## src/rtl/spline_keyframe_pose_interpolator_defines.svh

```systemverilog
// assertion macros for the keyframe pose interpolator
// expects clk_i and rst_ni in the scope of use
`ifndef SPLINE_KEYFRAME_POSE_INTERPOLATOR_DEFINES_SVH
`define SPLINE_KEYFRAME_POSE_INTERPOLATOR_DEFINES_SVH

// same-cycle implication
`define SKPI_ASSERT_IMP(lbl, ante, cons) \
  lbl: assert property (@(posedge clk_i) disable iff (!rst_ni) (ante) |-> (cons)) \
    else $error("skpi assertion failed");

// next-cycle implication
`define SKPI_ASSERT_NXT(lbl, ante, cons) \
  lbl: assert property (@(posedge clk_i) disable iff (!rst_ni) (ante) |=> (cons)) \
    else $error("skpi assertion failed");

`endif

```

## src/rtl/skpi_ram.sv

```systemverilog
// generic simple dual-port ram, registered read
// no dependencies
module skpi_ram #(
  parameter int Width = 32,
  parameter int Depth = 56
) (
  input  logic                     clk_i,
  input  logic                     we_i,
  input  logic [$clog2(Depth)-1:0] waddr_i,
  input  logic [Width-1:0]         wdata_i,
  input  logic [$clog2(Depth)-1:0] raddr_i,
  output logic [Width-1:0]         rdata_o
);

  logic [Width-1:0] mem_q [Depth];

  always_ff @(posedge clk_i) begin
    if (we_i) begin
      mem_q[waddr_i] <= wdata_i;
    end
    rdata_o <= mem_q[raddr_i];
  end

endmodule

```

## config.mk

```make
export PLATFORM = sky130hd
export DESIGN_NAME = skpi_ram
export DESIGN_NICKNAME = d
export VERILOG_FILES = /design/src/rtl/spline_keyframe_pose_interpolator_defines.svh /design/src/rtl/skpi_ram.sv
export SDC_FILE = /design/constraint.sdc
export NUM_CORES = 2
export LEC_CHECK = 0
export ABC_AREA = 1
export BUFFER_PORTS_ARGS = -buffer_cell sky130_fd_sc_hd__buf_2
export CORE_MARGIN = 4
export CORE_UTILIZATION = 35
export CTS_BUF_LIST = sky130_fd_sc_hd__clkbuf_4
export CTS_CLUSTER_SIZE = 12
export DETAILED_ROUTE_END_ITERATION = 8
export PLACE_DENSITY = 0.49
export SLEW_MARGIN = 0
export SYNTH_ARGS = -nofsm -noshare
export SYNTH_HDL_FRONTEND = slang
export SYNTH_SLANG_ARGS = --single-unit
```

## constraint.sdc

```tcl
create_clock -name clk_i -period 5.1 [get_ports clk_i]
set_clock_uncertainty 0.2 [all_clocks]
set_input_delay 0.255 -clock clk_i [delete_from_list [all_inputs] [get_ports clk_i]]
set_output_delay 0.255 -clock clk_i [all_outputs]
set_load 0.005 [all_outputs]
```

==> summary.txt <==
Timing
  – # setup viols final: 0
  – Worst setup margin: 0.2179 ns
  – Setup TNS: 0 ns
  – RSZ-0062 raised after global routing: no
  – Max Slew Vio Count: 0
  – Fmax: 204.8 MHz
  – Post-layout min period: 4.882 ns
  – Period utilisation layout: 95.73%
  – Worst-Margin Slew: 1.318 ns
  – Slew headroom: 12.14%
  – Final hold vios: 0
  – Final Hold Slack: 0.1528 ns

Global routing
  – Met2 Use GR: 32.95%
  – Vias in the first global route: 48,880
  – Antenna violations before repair: 13
  – GRT Resource Usage Total: 20.60%
  – Grt ovf: 0
  – Met1 usage: 28.47%
  – First-pass GRT wire length: 333,900 um
  – Met3 Resource Use GR: 3.757%
  – GRT Max-Usage Layer: met2
  – Largest net degree at the start of global routing: 220

Setup path
  – Worst Path Buf+Inv: 9
  – Crit end category: flop
  – CP max FO: 68
  – Setup crit start kind: input port
  – Crit-path slowest cell: dlygate4sd3_1
  – CP top delay family: buffers and inverters
  – Arrival @ worst endpoint: 5.93 ns
  – R2R Path End: rdata_o[3]$_DFF_P_
  – FF-to-FF path depth: 13
  – Reg2reg start: mem_q[44][3]$_DFFE_PP_
  – Crit path kind: input port to flop
  – Crit-path max cell delay: 0.67 ns
  – Worst reg2reg setup slack: 0.95 ns
  – Required time of the worst setup path: 6.15 ns
  – Worst path cell trace: dlygate4sd3_1 > buf_8 > buf_4 > buf_4 > nand2_1 > nand3_1 > nand3_1 > dlygate4sd3_1 > nand3_1 > dlygate4sd3_1 > nand3_1 > dlygate4sd3_1 > nand3_1 > dlygate4sd3_1 > nand2_1 > dlygate4sd3_1
  – Most frequent CP cell: dlygate4sd3_1

Detailed routing
  – Routed WL per cell: 23.01 um
  – WL final: 227,800 um
  – Total number of vias: 50,000
  – First DRT Iteration DRCs: 4,521
  – Drt via density: 5.051
  – Antenna Nets Post-Route: 0
  – Drt drc: 0
  – DR pass1 iterations: 5

Placed design
  – IO Port Bufs: 77
  – Post-Place Setup Slack: 1.775 ns
  – RePlAce Congestion: 0.7927
  – HPWL Detailed: 119,000 um

Power
  – Combinational Power Share: 6.6%
  – Int Pwr: 23.77 mW
  – Clock power share: 40.1%
  – Tot Pwr: 31.27 mW
  – Power per cell area: 368.0 nW/um^2
  – Pleak: 31.48 nW
  – VDD IR max: 0.2452 mV
  – Switching share of power: 23.98%
  – Flop pwr share: 53.3%
  – P_sw: 7.497 mW

Synth
  – Cells after Synth: 6,313
  – Top cell type's share of synthesized area: 73.00%
  – Sequential area share after synthesis: 73.87%
  – Largest cells by area after synthesis: edfxtp_1 73%, nand2_1 10%, nand3_1 8.7%
  – Synthesized Nets: 6,359
  – Seq cells post-synth: 1,824
  – YS warnings: 0
  – Number of library cell types mapped by synthesis: 20
  – Leading area contributor after synthesis: edfxtp_1
  – Avg Cell Area, Syn: 11.68 sq um
  – Syn Std Cell Area: 73,720 sq um

Clock tree
  – Inserted Clock Buffers: 480
  – Hold buffer count at CTS: 131
  – CTS tree: yes
  – Max Root-Sink Buffers: 4
  – Skew-Pair Late Insertion Delay: 1.41 ns
  – Post-CTS setup buffers: 0
  – Clk root buf: clkbuf_4
  – Post-cts sizing count: 0
  – CTS sink cnt: 1,824
  – H-tree depth: 5
  – Clock-pin slew on the worst setup and hold paths: 0.07 ns

Die
  – I/O pins: 78
  – Starting density of the core: 35.17%
  – Core footprint: 209,600 sq um
  – Die H: 466.9 um
  – Die Width: 466.9 um
  – FP Rows: 168
  – Die area: 218,000 sq um

Run status
  – Status: complete, no violations

Cells and area
  – Nets: 6,793
  – Fill count: 20,100
  – Share of cells above drive strength 1: 14.67%
  – Most common cell after layout, fill and taps aside: nand2_1
  – Area grow syn2layout: 15.27%
  – End-of-flow core utilization: 40.54%
  – Commonest cells after routing, fill and taps aside: 2,024 x nand2_1, 1,792 x edfxtp_1, 1,285 x nand3_1

Flow run
  – Max cap viols: 0

Worst hold path
  – Hold Path Class: input port to flop
  – Critical hold path startpoint: wdata_i[2]
  – WHS Path Cells: 2
  – Worst Hold End: mem_q[15][2]$_DFFE_PP_
-- Yosys cell counts --
cell type  number
inv_1         272
o21ai_1        26
nand3_1      1285
clkbuf_2        2
inv_2           3
clkinv_1        1
buf_4          32
buf_1          59
nand4_1         2
inv_4           1
dfxtp_1        32
clkbuf_1      112
o21ai_0       166
nor2_1        278
nand2_1      2024
o22ai_1        32
buf_6          18
edfxtp_1     1792
buf_2         166
nor3_1         10
-- area by class of cell --
type                       count  area [sq um]  share of cell area (%)
tap                         2805          3510                   4.130
clock inverter                78         351.6                  0.4138
sequential                  1824         54450                   64.08
multi-input combinational   3823         16710                   19.67
clock buffer                 745          5593                   6.582
antenna                        7         17.52                 0.02062
timing repair buffer         341          3261                   3.837
inverter                     277          1074                   1.263
-- logic make-up after synthesis --
| kind of cell | Yosys count | synth area share [%] |
|---|---|---|
| buf+inv | 666 | 4.026 |
| simple gates | 3599 | 20.53 |
| compound gates | 224 | 1.575 |
| flops | 1824 | 73.87 |
-- state kept, by name, summed over array words and instances, names as in the netlist --
name	count
mem_q	1792
rdata_o	32
-- metrics by stage --
| step | area [sq um] | instances |
|---|---|---|
| final | 84970 | 9900 |
| after global routing | 84970 | 9899 |
| after CTS | 84950 | 9893 |
| after floorplan | 73720 | 6313 |
| after global placement | 77500 | 8939 |
| after detailed placement | 77500 | 8939 |
-- worst max path at each step --
stage                     startpoint                     end  slack (ns)  cells past startpoint
after CTS                 raddr_i[0]      rdata_o[3]$_DFF_P_        0.38                     16
after global placement    raddr_i[0]     rdata_o[23]$_DFF_P_        1.77                     10
after global routing      raddr_i[0]      rdata_o[3]$_DFF_P_        0.17                     16
after floorplan                 we_i  mem_q[48][0]$_DFFE_PP_        1.59                      3
final                     raddr_i[0]      rdata_o[3]$_DFF_P_        0.22                     16
after detailed placement  raddr_i[0]     rdata_o[23]$_DFF_P_        1.77                     10
-- metal layers --
metal  vias up  routed length [um]  part of all wire, %
met4         0                5968                  2.6
met3       377               15030                  6.6
li1      23080                   -                    -
met2      1859              107000                   47
met5         -                   0                    0
met1     24690               99860                   44
-- power groups by stage --
stage          Clock [mW]  Sequential [mW]  Combinational [mW]
2_1_floorplan           0             16.9                1.03
3_3_place_gp            0             17.0                1.93
3_5_place_dp            0             17.0                1.94
4_1_cts              12.9             16.7                2.09
5_1_grt              13.8             16.6                2.26
6_report             12.5             16.7                2.07
Note: power is estimated with default switching activity, not from simulation.
